===== config.mk =====
export PLATFORM = sky130hd
export DESIGN_NAME = mbc_stack
export DESIGN_NICKNAME = d
export VERILOG_FILES = /design/src/mbc_pkg.sv /design/src/mbc_stack.sv
export SDC_FILE = /design/constraint.sdc
export NUM_CORES = 2
export LEC_CHECK = 0
export ABC_AREA = 0
export BUFFER_PORTS_ARGS = -buffer_cell sky130_fd_sc_hd__buf_2
export CORE_MARGIN = 5
export CORE_UTILIZATION = 50
export CTS_CLUSTER_DIAMETER = 80
export DETAILED_ROUTE_END_ITERATION = 10
export HOLD_SLACK_MARGIN = 0.06
export PLACE_DENSITY = 0.72
export SLEW_MARGIN = 20
export SYNTH_ARGS = -nofsm -noshare
export SYNTH_HDL_FRONTEND = slang
export SYNTH_SLANG_ARGS = --single-unit
export TNS_END_PERCENT = 1

===== constraint.sdc =====
create_clock -name clk -period 9.3 [get_ports clk]
set_input_delay 0.93 -clock clk [delete_from_list [all_inputs] [get_ports clk]]
set_output_delay 0.93 -clock clk [all_outputs]
set_load 0.02 [all_outputs]

===== src/mbc_pkg.sv =====
`default_nettype none
// ----------------------------------------------------------------------------
// mbc_pkg: shared types and helpers for the maze backtracker carver
// Sequencer states, neighbour directions, stack command beat, pick helpers.
// ----------------------------------------------------------------------------
package mbc_pkg;

    localparam int DEF_GRID_WIDTH  = 32;
    localparam int DEF_GRID_HEIGHT = 32;
    localparam int DEF_STACK_DEPTH = 256;
    localparam int OUT_COORD_W     = 5;
    localparam int RND_W           = 8;

    localparam logic KIND_START = 1'b0;
    localparam logic KIND_STEP  = 1'b1;

    typedef enum logic [2:0] {
        ST_IDLE,
        ST_CLEAR,
        ST_FETCH,
        ST_READ,
        ST_DRAIN,
        ST_PICK,
        ST_PUSH
    } state_t;

    // order matters: candidates are gathered left, right, up, down
    typedef enum logic [1:0] {
        DIR_LEFT,
        DIR_RIGHT,
        DIR_UP,
        DIR_DOWN
    } dir_t;

    typedef struct packed {
        logic clr;
        logic push;
        logic pop;
    } stack_cmd_t;

    // value mod 3 via base-4 digit sums (4 == 1 mod 3)
    function automatic logic [1:0] mod3_u8(input logic [RND_W-1:0] v);
        logic [3:0] s;
        logic [2:0] t;
        s = 4'(v[7:6]) + 4'(v[5:4]) + 4'(v[3:2]) + 4'(v[1:0]);
        t = 3'(s[3:2]) + 3'(s[1:0]);
        if (t >= 3'd3)
        begin
            t = t - 3'd3;
        end
        if (t >= 3'd3)
        begin
            t = t - 3'd3;
        end
        return t[1:0];
    endfunction

    function automatic logic [2:0] count4(input logic [3:0] m);
        return 3'(m[0]) + 3'(m[1]) + 3'(m[2]) + 3'(m[3]);
    endfunction

    // random value modulo the number of candidates
    function automatic logic [1:0] pick_index(input logic [3:0] m,
                                              input logic [RND_W-1:0] rnd);
        logic [1:0] idx;
        unique case (count4(m))
            3'd2:    idx = {1'b0, rnd[0]};
            3'd3:    idx = mod3_u8(rnd);
            3'd4:    idx = rnd[1:0];
            default: idx = 2'd0;
        endcase
        return idx;
    endfunction

    // direction of the idx-th set bit of the candidate mask
    function automatic dir_t pick_dir(input logic [3:0] m, input logic [1:0] idx);
        dir_t       d;
        logic [2:0] c;
        d = DIR_LEFT;
        c = 3'd0;
        for (int i = 0; i < 4; i++)
        begin
            if (m[i] && (c == {1'b0, idx}))
            begin
                d = dir_t'(2'(i));
            end
            c = c + 3'(m[i]);
        end
        return d;
    endfunction

endpackage
`default_nettype wire


===== src/mbc_stack.sv =====
`default_nettype none
// ----------------------------------------------------------------------------
// mbc_stack: cell coordinate stack
// Memory plus fill level; pop reads the top into an output register,
// a push beyond the depth is dropped.
// ----------------------------------------------------------------------------
module mbc_stack
    import mbc_pkg::*;
#(
    parameter int DEPTH = DEF_STACK_DEPTH,
    parameter int DW    = 10
) (
    input  wire logic          clk,
    input  wire logic          rst_n,
    input  wire stack_cmd_t    cmd,
    input  wire logic [DW-1:0] wdata,
    output logic [DW-1:0]      rdata,
    output logic               empty
);

    localparam int AW = $clog2(DEPTH);
    localparam int LW = AW + 1;

    logic [DW-1:0] mem [0:DEPTH-1];
    logic [DW-1:0] rdata_reg;
    logic [LW-1:0] level_reg;
    logic [LW-1:0] level_next;
    logic [LW-1:0] below;
    logic          full;
    logic          wr_en;

    assign full  = (level_reg >= LW'(DEPTH));
    assign empty = (level_reg == '0);
    assign below = level_reg - LW'(1);
    assign wr_en = cmd.push && !full;

    always_comb
    begin
        level_next = level_reg;
        priority if (cmd.clr)
        begin
            level_next = '0;
        end
        else if (wr_en)
        begin
            level_next = level_reg + LW'(1);
        end
        else if (cmd.pop && !empty)
        begin
            level_next = below;
        end
    end

    always_ff @(posedge clk or negedge rst_n)
    begin
        if (!rst_n)
        begin
            level_reg <= '0;
        end
        else
        begin
            level_reg <= level_next;
        end
    end

    always_ff @(posedge clk)
    begin
        if (wr_en)
        begin
            mem[level_reg[AW-1:0]] <= wdata;
        end
    end

    always_ff @(posedge clk)
    begin
        if (cmd.pop)
        begin
            rdata_reg <= mem[below[AW-1:0]];
        end
    end

    assign rdata = rdata_reg;

`ifndef SYNTH
    a_level_bound: assert property (@(posedge clk) disable iff (!rst_n)
        level_reg <= LW'(DEPTH))
        else $error("stack level beyond depth");

    a_no_push_pop: assert property (@(posedge clk) disable iff (!rst_n)
        !(cmd.push && cmd.pop))
        else $error("stack push and pop in one cycle");

    a_pop_nonempty: assert property (@(posedge clk) disable iff (!rst_n)
        cmd.pop && !cmd.clr |=> level_reg == $past(level_reg) - LW'(1))
        else $error("pop did not lower the level");
`endif

endmodule
`default_nettype wire


==> results.md <==
- Dpl hpwl: 131,000 um
- Die Span Y: 455.7 um
- Share of cells above drive strength 1: 24.76%
- Static Leak: 33.24 nW
- Seq/Total Area, Yosys: 77.92%
- Total gr overflow: 0
- Post-DR vias/cell: 6.369
- CTS Buf Count: 237
- DRC: 0
- Tmin final: 5.444 ns
- Initial Utilization: 50.32%
- Number of buffers added on ports: 25
- Hold Vio Cnt, Final: 0
- Total die area: 207,700 um^2
- Maxcap violations: 0
- Final core utilization: 55.89%
- Clk_skew: 0.07929 ns
- Max-slew headroom: 19.97%
- Core Footprint: 197,400 um^2
- EDFF count, synth: 2,570
- Peak VDD IR: 0.3656 mV
- Detail Route Antenna Nets: 0
- Setup TNS: 0 ns
- Post-synth top area share: 77.69%
- Type of the worst setup path: reg -> reg
- Final net count: 4,619
- Final Power: 30.19 mW
- Standard-cell rows: 163
- NetSw: 9.201 mW
- Syn_area_per_cell: 21.96 um^2
- Endpoints failing setup: 0
- Post-synth top area cell: edfxtp_1
- Sw Share: 30.48%
- Tot GR Track Use: 22.06%
- Synth cell types: 51
- Clock Latency Late Sink: 0.89 ns
- First-pass GRT wire length: 338,300 um
- CP max FO: 42
- Post-cts resize count: 0
- Top_reg_cell synth: edfxtp_1
- Vias: 47,450
- Worst slew pin tran: 1.199 ns
- H-Tree Depth: 4
- Sequential share of power: 43.1%
- Synth-to-Final Area Change: 11.07%
- Max reg flops: 2,560
- Synthesized area: 99,340 um^2
- Synth area leaders: edfxtp_1 (78%), mux4_2 (15%), a22oi_1 (1.8%)
- Maximum number of pins on one net before global-route repair: 165
- Async set-or-reset flop fraction in the synthesized netlist: 0.3490%
- Power per Cell Area: 273.6 nW/um^2
- 1st-pass router iterations: 8
- CTS Hold Buffers Added: 1
- Crit end category: register
- Clock Sinks: 2,579
- Root Buffer: clkbuf_16
- Peak Freq: 183.7 MHz
- Worst Path Arrival: 6.20 ns
- Gp weighted congestion: 0.8533
- Starting DRC count in detailed routing: 6,241
- Post-CTS setup buffer count: 0
- Post-Syn Instances: 4,523
- Clock share of power: 32.0%
- Mapped Nets: 4,542
- CP startpoint kind: register
- TritonCTS clock tree: done
- Initial antenna violation count: 9
- Flops & latches, synth: 2,579
- Fin crit share: 58.53%
- WL/cell: 31.06 um
- WP data required: 10.05 ns
- Worst Hold Class: in -> reg
- Ports: 26
- Filler cell count: 14,240
- Die width: 455.7 um
- Vias in the first global route: 48,060
- Gate power share: 24.9%
- Bufs on Longest Clock Path: 3
- Cell Int Power: 20.99 mW
- RSZ-0062 raised after global routing: no
- Worst-path clk slew: 0.07 ns
- Count of pins over their slew limit: 0
- Status: finished clean
- Synth warnings: 0
- WL final: 231,400 um
[worst paths after layout]
kind,startpoint,to,slack [ns],cells past startpoint
worst max register to register,level_reg[0],rdata[6],3.86,12
worst max-delay path,level_reg[0],rdata[6],3.86,12
min in group asynchronous,rst_n,level_reg[8],0.57,2
worst min-delay path,cmd[2],level_reg[7],0.40,2
worst min register to register,level_reg[8],level_reg[8],0.66,2
max in group asynchronous,rst_n,level_reg[2],8.46,2
[cell usage after synthesis, drive strengths merged, types with 2 or more instances]
cell type,count
a211oi,2
a21oi,132
a22o,40
a22oi,240
a32oi,20
and2,3
buf,154
clkbuf,132
dfrtp,9
edfxtp,2570
ha,4
inv,4
mux2i,30
mux4,640
nand2,70
nand2b,3
nand3,52
nand4,2
nor2,292
nor2b,10
nor3,8
nor4,2
o21ai,4
o221ai,10
o311ai,20
o31a,2
or2,5
or3,44
xnor2,7
xor2,4
[cells by family (layout without fill, tap and decap cells)]
group / Yosys count / in the layout / share of synthesized area [%]
flip-flops: 2579 / 2579 / 77.92
multiplexers: 670 / 670 / 14.81
AND/OR/NAND/NOR: 495 / 495 / 2.216
AO/OA/AOI/OAI: 474 / 474 / 3.377
buffers and inverters: 290 / 574 / 1.532
XOR/XNOR: 11 / 11 / 0.09698
adder cells (fa/ha/maj): 4 / 4 / 0.05038
other: 0 / 3 / 0
[power by group through the flow]
stage          Sequential [mW]  Combinational (mW)  Clock, mW
4_1_cts                   13.0                7.47       9.76
2_1_floorplan             13.2                4.70          0
3_3_place_gp              13.3                7.41          0
6_report                  13.0                7.51       9.66
5_1_grt                   13.0                7.82       10.3
3_5_place_dp              13.3                7.44          0
[final cells by class]
type                    instances  area (um^2)  area share, %
flip-flops and latches       2579        77400          70.15
repair buffers                124         1147          1.040
diodes                          3        7.507       0.006804
multi-input cells            1654        20660          18.73
inverters                       4        15.01        0.01361
clock buffers                 286         6115          5.542
well taps                    2640         3303          2.994
clock inverters               160         1678          1.521
[worst max-delay path, cell delays in order (launching register included)]
cell and delay [ns]:
dfrtp_4 0.95, inv_1 0.29, ha_4 0.31, xor2_4 0.16, buf_4 0.38, a21oi_4 0.60, buf_4 0.48, buf_4 0.51
a22o_1 0.23, nor2_1 0.10, o221ai_1 0.83, a32oi_1 0.21, nand3_1 0.16
[layout by cell type (no fill, tap or decap), drive strengths merged, types with 2 or more instances in the layout]
cell type,synthesis,routed
nor2,292,292
o311ai,20,20
mux4,640,640
o31a,2,2
inv,4,12
or2,5,5
xor2,4,4
nor4,2,2
clkinvlp,0,10
o21ai,4,4
clkbuf,132,286
dfrtp,9,9
nand4,2,2
a22o,40,40
mux2i,30,30
clkinv,0,119
a22oi,240,240
nor2b,10,10
nand2,70,70
a21oi,132,132
nand2b,3,3
a32oi,20,20
xnor2,7,7
nand3,52,52
and2,3,3
ha,4,4
bufinv,0,23
edfxtp,2570,2570
a211oi,2,2
buf,154,123
o221ai,10,10
nor3,8,8
diode,0,3
or3,44,44
[per-layer routing]
layer,track usage [%],vias to the layer above,share of wire (%)
li1,-,19280,-
met1,31.44,25060,38
met2,34.22,2647,48
met3,4.800,455,10
met4,7.762,6,3.8
met5,0,-,0.015
[metrics by stage]
step	cell area (um^2)	cells	setup WS, ns	hold slack [ns]
3_5_place_dp	102400	6997	3.828	0.6639
3_3_place_gp	102400	6997	3.855	0.6529
5_1_grt	110300	7447	3.678	0.3645
4_1_cts	110200	7444	3.821	0.3287
2_1_floorplan	99340	4523	5.528	0.5950
6_report	110300	7450	3.856	0.3976
Note: power is estimated with default switching activity, not from simulation.
