[src/mbc_bit_ram.sv]
`default_nettype none
// ----------------------------------------------------------------------------
// mbc_bit_ram: one-bit-wide cell map memory
// One write and one registered read per cycle, no reset on contents.
// ----------------------------------------------------------------------------
module mbc_bit_ram #(
    parameter int AW = 10
) (
    input  wire logic          clk,
    input  wire logic          we,
    input  wire logic [AW-1:0] waddr,
    input  wire logic          wdata,
    input  wire logic          re,
    input  wire logic [AW-1:0] raddr,
    output logic               rdata
);

    logic mem [0:(2**AW)-1];
    logic rdata_reg;

    always_ff @(posedge clk)
    begin
        if (we)
        begin
            mem[waddr] <= wdata;
        end
    end

    always_ff @(posedge clk)
    begin
        if (re)
        begin
            rdata_reg <= mem[raddr];
        end
    end

    assign rdata = rdata_reg;

endmodule
`default_nettype wire

[config.mk]
export PLATFORM = sky130hd
export DESIGN_NAME = mbc_bit_ram
export DESIGN_NICKNAME = d
export VERILOG_FILES = /design/src/mbc_bit_ram.sv
export SDC_FILE = /design/constraint.sdc
export NUM_CORES = 1
export LEC_CHECK = 0
export BUFFER_PORTS_ARGS = -buffer_cell sky130_fd_sc_hd__buf_2
export CAP_MARGIN = 20
export CORE_MARGIN = 4
export CORE_UTILIZATION = 30
export CTS_CLUSTER_DIAMETER = 200
export DETAILED_ROUTE_END_ITERATION = 16
export HOLD_SLACK_MARGIN = 0.05
export PLACE_DENSITY = 0.41
export RECOVER_POWER = 25
export SKIP_LAST_GASP = 1
export SLEW_MARGIN = 25
export SYNTH_ARGS = -nofsm -noshare
export SYNTH_HDL_FRONTEND = slang
export SYNTH_SLANG_ARGS = --single-unit
export TNS_END_PERCENT = 5
[constraint.sdc]
create_clock -name clk -period 4.9 [get_ports clk]
set_clock_uncertainty 0.05 [all_clocks]
set_input_delay 0.245 -clock clk [delete_from_list [all_inputs] [get_ports clk]]
set_output_delay 0.245 -clock clk [all_outputs]
set_load 0.01 [all_outputs]
==> flow_summary_export.csv, run 1 <==
group,metric,value,unit
outcome,status,"finished with violations",
outcome,violations,"capacitance limit, slew limit",
synthesis,yosysWarnings,0,
timing,hold_viol,0,
routing,finalWirelength,147000,µm
routing,antenna_left,0,
worst_setup_path,startpoint_type,"register",
timing,fin_setup_tns,0,ns
power_and_ir_drop,seqPwrFrac,50.7,%
worst_setup_path,crit_slowest_cell,"nor3_1",
worst_setup_path,r2r_cells,8,
timing,fin_crit_sh,65.0,%
worst_setup_path,crit_path_end_kind,"register",
synthesis,yosys_register_bits,1025,
synthesis,synth_edf_count,1025,
cells_and_area,nets,3092,
timing,setup_viol_count_final,0,
synthesis,async_flop_share,0,%
synthesis,syn_area_per_cell,14.4,µm²
clocking,htreeDepth,3,
die,io_pins,25,
power_and_ir_drop,swShare,22.4,%
power_and_ir_drop,peakVddDrop,257,µV
synthesis,ys_seq_area_share,68.9,%
power_and_ir_drop,comb_power_share,5.4,%
clocking,cts_buffers,114,
global_route,grt_pass1_wl,205000,µm
worst_setup_path,crit_path_cell_trace,"mux4_2 -> a22o_1 -> a221oi_1 -> o21ai_0 -> nor3_1 -> a311oi_1 -> nor4_1 -> o2111ai_1",
power_and_ir_drop,leakage,14.9,nW
clocking,ctsResizeCount,0,
timing,fmax,314,MHz
cells_and_area,fin_util,34.3,%
cells_and_area,syn_to_final_growth,13.5,%
die,fp.dieW,394,µm
power_and_ir_drop,p_per_area,376,nW/µm²
power_and_ir_drop,clkPwrFrac,43.9,%
die,start_util,30.2,%
global_route,grt_pass1_vias,27225,
global_route,grt_max_degree,172,
routing,viasPerCell,5.28,
routing,drtIter0Drc,2766,
synthesis,yosysTopAreaCellShare,68.9,%
worst_setup_path,r2r_setup_slack,1.71,ns
clocking,ctsHoldBuffers,9,
timing,fin_crit,3.19,ns
cells_and_area,final_area,50700,µm²
global_route,overflow,0,
job,cap_violations,1,
clocking,cts_tree,"done",
worst_setup_path,worstPathArrival,3.59,ns
die,fp.dieH,394,µm
placement,globalplace.congestion,0.779,
worst_setup_path,crit_cells,8,
placement,numPortBuffers,24,
power_and_ir_drop,power_switching,4.26,mW
routing,drc,0,
timing,slew_viol_final,152,
die,row_count,141,
clocking,cts_root_buffer,"clkbuf_16",
cells_and_area,drive_above_1_share,17.6,%
cells_and_area,largest_reg_flops,1024,
routing,drt-wirelength-per-cell,28.8,µm
worst_setup_path,critical-path-max-stage-delay,0.52,ns
worst_setup_path,crit_path_max_fanout,2,
timing,worstMarginPinSlew,3.36,ns
synthesis,yosys_most_used_dff,"edfxtp_1",
global_route,track_usage,18.5,%
clocking,clk_pin_slew,0.06,ns
clocking,cts_buffer_depth,3,
clocking,insertion_delay,0.73,ns
die,fp.coreArea,148000,µm²
worst_setup_path,path_buf_inv,0,
clocking,cts_setup_buffers,0,
timing,rsz0062_at_grt,"no",
placement,dp_hpwl,80400,µm
worst_setup_path,cp.required,5.30,ns
synthesis,synthTopCellsByArea,"edfxtp_1, mux4_2, nor2_1, mux2i_1, clkbuf_1",
min_path,hold_path.class,"in2reg",
synthesis,syn_nets,3136,
placement,place_area,47000,µm²
worst_setup_path,crit_family,"compound AO/OA/AOI/OAI gates",
synthesis,yosys.area.top_type,"edfxtp_1",
synthesis,syn_inst,3112,
synthesis,synthDistinctLibCells,55,
synthesis,syn_area,44700,µm²
timing,max_slew_margin,-124,%
worst_setup_path,crit_type,"reg2reg",
clocking,numClockSinks,1025,
min_path,hold_depth,4,
global_route,antenna_found_initial,14,
power_and_ir_drop,internal_power,14.8,mW
die,dieArea,155000,µm²
routing,vias,26899,
routing,drt_pre_antenna_iters,5,
kinds of logic (layout without fill, tap and decap cells):
kind of cell | after synthesis | in the layout | share of synthesized area (%)
simple gates | 1260 | 1260 | 11.2
other cells | 0 | 3 | 0
mux | 340 | 340 | 13.7
flops | 1025 | 1025 | 68.9
compound gates | 178 | 178 | 2.83
buf+inv | 309 | 360 | 3.30
stage by stage:
step                total power, mW  cells  setup slack, ns  hold slack, ns
CTS                            19.3   5093             1.74          0.0927
detailed placement             10.9   4873            0.962           0.513
finish                         19.0   5096             1.71           0.265
global route                   19.7   5093             1.55           0.227
global placement               10.9   4873            0.896           0.507
floorplan                      10.4   3112             2.19           0.294
placed cells by master (no fill, tap or decap), drive strengths merged, types with 3 or more instances in the layout:
| master | synthesis | routed |
|---|---|---|
| nor3 | 37 | 37 |
| and2 | 6 | 6 |
| o21ai | 13 | 13 |
| a2111oi | 6 | 6 |
| edfxtp | 1025 | 1025 |
| a22oi | 17 | 17 |
| nor4 | 5 | 5 |
| clkinvlp | 0 | 3 |
| buf | 114 | 132 |
| nand3 | 37 | 37 |
| clkinv | 2 | 54 |
| mux2 | 3 | 3 |
| o221ai | 49 | 49 |
| a311oi | 3 | 3 |
| dlygate4sd3 | 0 | 9 |
| and3b | 3 | 3 |
| mux4 | 214 | 214 |
| nor3b | 8 | 8 |
| o22ai | 28 | 28 |
| nand4 | 10 | 10 |
| nor2 | 1036 | 1036 |
| nand2b | 8 | 8 |
| a31oi | 4 | 4 |
| clkbuf | 189 | 145 |
| a211oi | 4 | 4 |
| a21oi | 37 | 37 |
| nor2b | 11 | 11 |
| and3 | 4 | 4 |
| mux2i | 123 | 123 |
| diode | 0 | 3 |
| a22o | 4 | 4 |
| nand2 | 86 | 86 |
| bufinv | 0 | 9 |
| inv | 4 | 8 |
final timing paths:
| path | startpoint | endpoint |
|---|---|---|
| max reg2reg | mem[24] | rdata |
| min | raddr[7] | rdata |
| min reg2reg | mem[625] | rdata |
| max | mem[24] | rdata |
metal layers:
| metal | track usage [%] | wire (µm) |
|---|---|---|
| met5 | 0 | 0 |
| met4 | 5.24 | 3670 |
| met3 | 3.06 | 9160 |
| met2 | 30.9 | 71200 |
| met1 | 25.0 | 62700 |
worst min-delay path: stages:
cell and delay [ns]:
buf_2 0.25, a31oi_1 0.23, nand3_1 0.11, o2111ai_1 0.09
synth_stat cells (all sizes together), types with 2 or more instances:
cell / number
inv: 4
and4: 2
o22ai: 28
nand4: 10
buf: 114
mux2: 3
or3b: 2
o2111ai: 2
nor2b: 11
nor4: 5
nor2: 1036
a22o: 4
a21oi: 37
edfxtp: 1025
mux4: 214
nor3b: 8
a211oi: 4
or2: 2
nand2b: 8
clkbuf: 189
a221oi: 2
a22oi: 17
nand3: 37
nor3: 37
o31a: 2
mux2i: 123
o221ai: 49
a31oi: 4
nand2: 86
and3b: 3
and2: 6
clkinv: 2
a2111oi: 6
o311ai: 2
o21ai: 13
a311oi: 3
and3: 4
cell type report:
cell class	count	area [µm²]
fill	14430	97100
tap	1930	2410
antenna	3	7.51
sequential	1025	30800
clock inverter	68	588
clock buffer	143	3000
inverter	6	22.5
timing repair buffer	143	1270
multi-input combinational	1778	12600
power by group through the flow:
stage / Clock, mW / Sequential, mW / Combinational [mW]
3_3_place_gp: 0 / 9.84 / 1.02
4_1_cts: 8.57 / 9.66 / 1.04
3_5_place_dp: 0 / 9.84 / 1.03
5_1_grt: 8.92 / 9.66 / 1.09
6_report: 8.35 / 9.66 / 1.03
2_1_floorplan: 0 / 9.84 / 0.558
Power figures use the tool's default switching activity.
==> inputs of run 2 (changes only) <==
--- a/config.mk
+++ b/config.mk
@@ -5,6 +5,7 @@
 export SDC_FILE = /design/constraint.sdc
 export NUM_CORES = 1
 export LEC_CHECK = 0
+export ABC_AREA = 1
 export BUFFER_PORTS_ARGS = -buffer_cell sky130_fd_sc_hd__buf_2
 export CAP_MARGIN = 20
 export CORE_MARGIN = 4
@@ -12,7 +13,7 @@
 export CTS_CLUSTER_DIAMETER = 200
 export DETAILED_ROUTE_END_ITERATION = 16
 export HOLD_SLACK_MARGIN = 0.05
-export PLACE_DENSITY = 0.41
+export PLACE_DENSITY = 0.42
 export RECOVER_POWER = 25
 export SKIP_LAST_GASP = 1
 export SLEW_MARGIN = 25
==> constraint.sdc (replaced) <==
create_clock -name clk -period 2.61 [get_ports clk]
set_clock_uncertainty 0.05 [all_clocks]
set_input_delay 0.1305 -clock clk [delete_from_list [all_inputs] [get_ports clk]]
set_output_delay 0.1305 -clock clk [all_outputs]
set_load 0.01 [all_outputs]
==> run 2 against run 1 <==
  * The run still ends with capacitance limit, slew limit left
  * Sequential share of layout area fell by 3.1 points
  * Clock power rose by 94%
  * Count of clock-buffer cells in the layout rose by 2
  * Non-clock buffer count rose by 120
==> flow_summary_export.csv, run 2 <==
group,metric,value,unit
worst_setup_path,worstPathArrival,2.85,ns
power_and_ir_drop,p_per_area,690,nW/µm²
die,fp.dieW,401,µm
die,fp.coreArea,154000,µm²
synthesis,syn_area,46400,µm²
cells_and_area,most-common-layout-cells,"nand2_1, nor2_1, edfxtp_1",
timing,rsz0062_at_grt,"no",
timing,slew_viol_final,255,
worst_setup_path,critical-path-max-stage-delay,0.92,ns
worst_setup_path,crit_path_cell_trace,"dlygate4sd3_1 -> buf_8 -> clkbuf_1 -> buf_4",
clocking,numClockSinks,1025,
global_route,antenna_found_initial,9,
placement,dp_hpwl,84900,µm
global_route,grt_max_degree,175,
global_route,overflow,0,
cells_and_area,diodes,0,
die,dieArea,161000,µm²
placement,numPortBuffers,24,
worst_setup_path,crit_path_end_kind,"register",
synthesis,yosysWarnings,0,
power_and_ir_drop,leakage,17.6,nW
synthesis,yosys_register_bits,1025,
routing,viasPerCell,5.09,
synthesis,ys_seq_area_share,66.3,%
worst_setup_path,startpoint_type,"primary input",
outcome,violations,"capacitance limit, slew limit",
global_route,grt_pass1_wl,239000,µm
timing,fin_crit_sh,96.3,%
worst_setup_path,crit_type,"in2reg",
cells_and_area,syn_to_final_growth,15.1,%
worst_setup_path,cp.required,2.95,ns
cells_and_area,largest_reg_flops,1024,
synthesis,synthDistinctLibCells,16,
timing,fmax,398,MHz
placement,globalplace.congestion,0.776,
clocking,cts_buffers,117,
power_and_ir_drop,totalPowerFinal,36.9,mW
min_path,hold_path.class,"in2reg",
cells_and_area,layout_commonest_cell,"nand2_1",
synthesis,yosys_most_used_dff,"edfxtp_1",
min_path,hp-start,"waddr[5]",
clocking,insertion_delay,0.75,ns
synthesis,yosysMostFrequentCell,"nand2_1",
worst_setup_path,crit_path_max_fanout,93,
die,fp.dieH,401,µm
synthesis,synthTopCellsByArea,"edfxtp_1, nand3_1, nand2_1, nor2_1, clkbuf_1",
routing,drtIter0Drc,3307,
synthesis,synth_edf_count,1025,
routing,finalWirelength,165000,µm
global_route,track_usage,20.0,%
routing,drt-wirelength-per-cell,24.3,µm
worst_setup_path,startpoint,"wdata",
cells_and_area,nets,4673,
synthesis,syn_area_per_cell,9.92,µm²
die,row_count,144,
worst_setup_path,timing.rr.start,"mem[378]",
timing,max_slew_margin,-28.7,%
clocking,cts_root_buffer,"clkbuf_16",
clocking,cts_buffer_depth,3,
routing,drc,0,
clocking,clk_pin_slew,0.06,ns
cells_and_area,drive_above_1_share,9.09,%
timing,fin_crit,2.51,ns
timing,worstMarginPinSlew,1.93,ns
timing,hold_viol,0,
timing,fin_setup_tns,0,ns
die,io_pins,25,
synthesis,yosys.area.top_type,"edfxtp_1",
synthesis,async_flop_share,0,%
synthesis,yosysTopAreaCellShare,66.3,%
clocking,htreeDepth,3,
clocking,cts_tree,"done",
job,cap_violations,2,
routing,vias,34518,
synthesis,synth_common_cells,"nand2_1, nor2_1, edfxtp_1, nand3_1, clkbuf_1",
synthesis,syn_nets,4703,
timing,setup_viol_count_final,0,
die,start_util,30.2,%
power_and_ir_drop,peakVddDrop,582,µV
global_route,grt_pass1_vias,33256,
worst_setup_path,crit_slowest_cell,"clkbuf_1",
synthesis,syn_inst,4679,
worst_setup_path,r2r_setup_slack,0.17,ns
routing,antenna_left,0,
routing,drt_pre_antenna_iters,7,
outcome,status,"finished with violations",
-- run 2: cell count changes in the layout (fill, tap and decap cells not counted), sizes merged, moves of 17 or more --
cell and delta:
a21oi -37, inv +41, nand2 +1016, o22ai -28, nand3 +984, o221ai -49
buf +103, a22oi -17, mux4 -214, mux2i -123
-- run 2: kinds of logic (layout without fill, tap and decap cells) --
kind of cell	Yosys count	after routing	share of synthesized area, %
DFF	1025	1025	66.3
buffers and inverters	458	519	4.94
and+or+nand+nor	3196	3196	28.7
-- run 2: report_power, final --
| part | internal [mW] | switching, mW | leakage [nW] |
|---|---|---|---|
| clock network | 9.35 | 6.87 | 1.79 |
| registers | 18.1 | 0.00407 | 9.21 |
| logic | 0.686 | 1.83 | 6.60 |
| total | 28.2 | 8.70 | 17.6 |
-- run 2: routing by layer --
| metal | routed length [µm] | track usage [%] |
|---|---|---|
| met5 | 0 | 0 |
| met4 | 3640 | 4.70 |
| met3 | 8940 | 2.35 |
| met2 | 75400 | 31.8 |
| met1 | 77000 | 29.4 |
-- run 2: metrics by stage --
| step | utilization (%) | instances | instance area [µm²] | setup WS [ns] | hold WS (ns) |
|---|---|---|---|---|---|
| 2_1_floorplan | - | 4679 | 46400 | 0.964 | 0.179 |
| 3_3_place_gp | 32.3 | 6558 | 49700 | 0.0401 | 0.393 |
| 3_5_place_dp | 32.3 | 6558 | 49700 | 0.0518 | 0.391 |
| 4_1_cts | 34.8 | 6784 | 53500 | 0.111 | 0.0652 |
| 5_1_grt | 34.7 | 6784 | 53400 | 0.00278 | 0.133 |
| 6_report | 34.7 | 6784 | 53400 | 0.0957 | 0.133 |
-- run 2: critical path, delay by kind of cell --
family                 cells  cell delay, ns
buffers and inverters      4            2.56
-- run 2: what timing repair did --
item / 4_1_cts / 5_1_grt
hold buffers: 16 / 0
endpoints found under the setup margin: 0 / 1
gates resized for setup: 0 / 1
setup buffers: 0 / 0
endpoints found under the hold margin: 335 / 0
-- run 2: area by class of cell --
type | instances | area [µm²]
clock buffers | 145 | 3080
clock inverters | 65 | 594
fillers | 15904 | 100000
inverters | 46 | 214
multi-input cells | 3196 | 13400
flip-flops and latches | 1025 | 30800
well taps | 2044 | 2560
repair buffers | 263 | 2800
-- run 2: final timing paths --
kind | end | cells past startpoint
setup / recovery | mem[697] | 4
hold / removal | mem[778] | 5
setup reg to reg | rdata | 13
hold reg to reg | rdata | 12
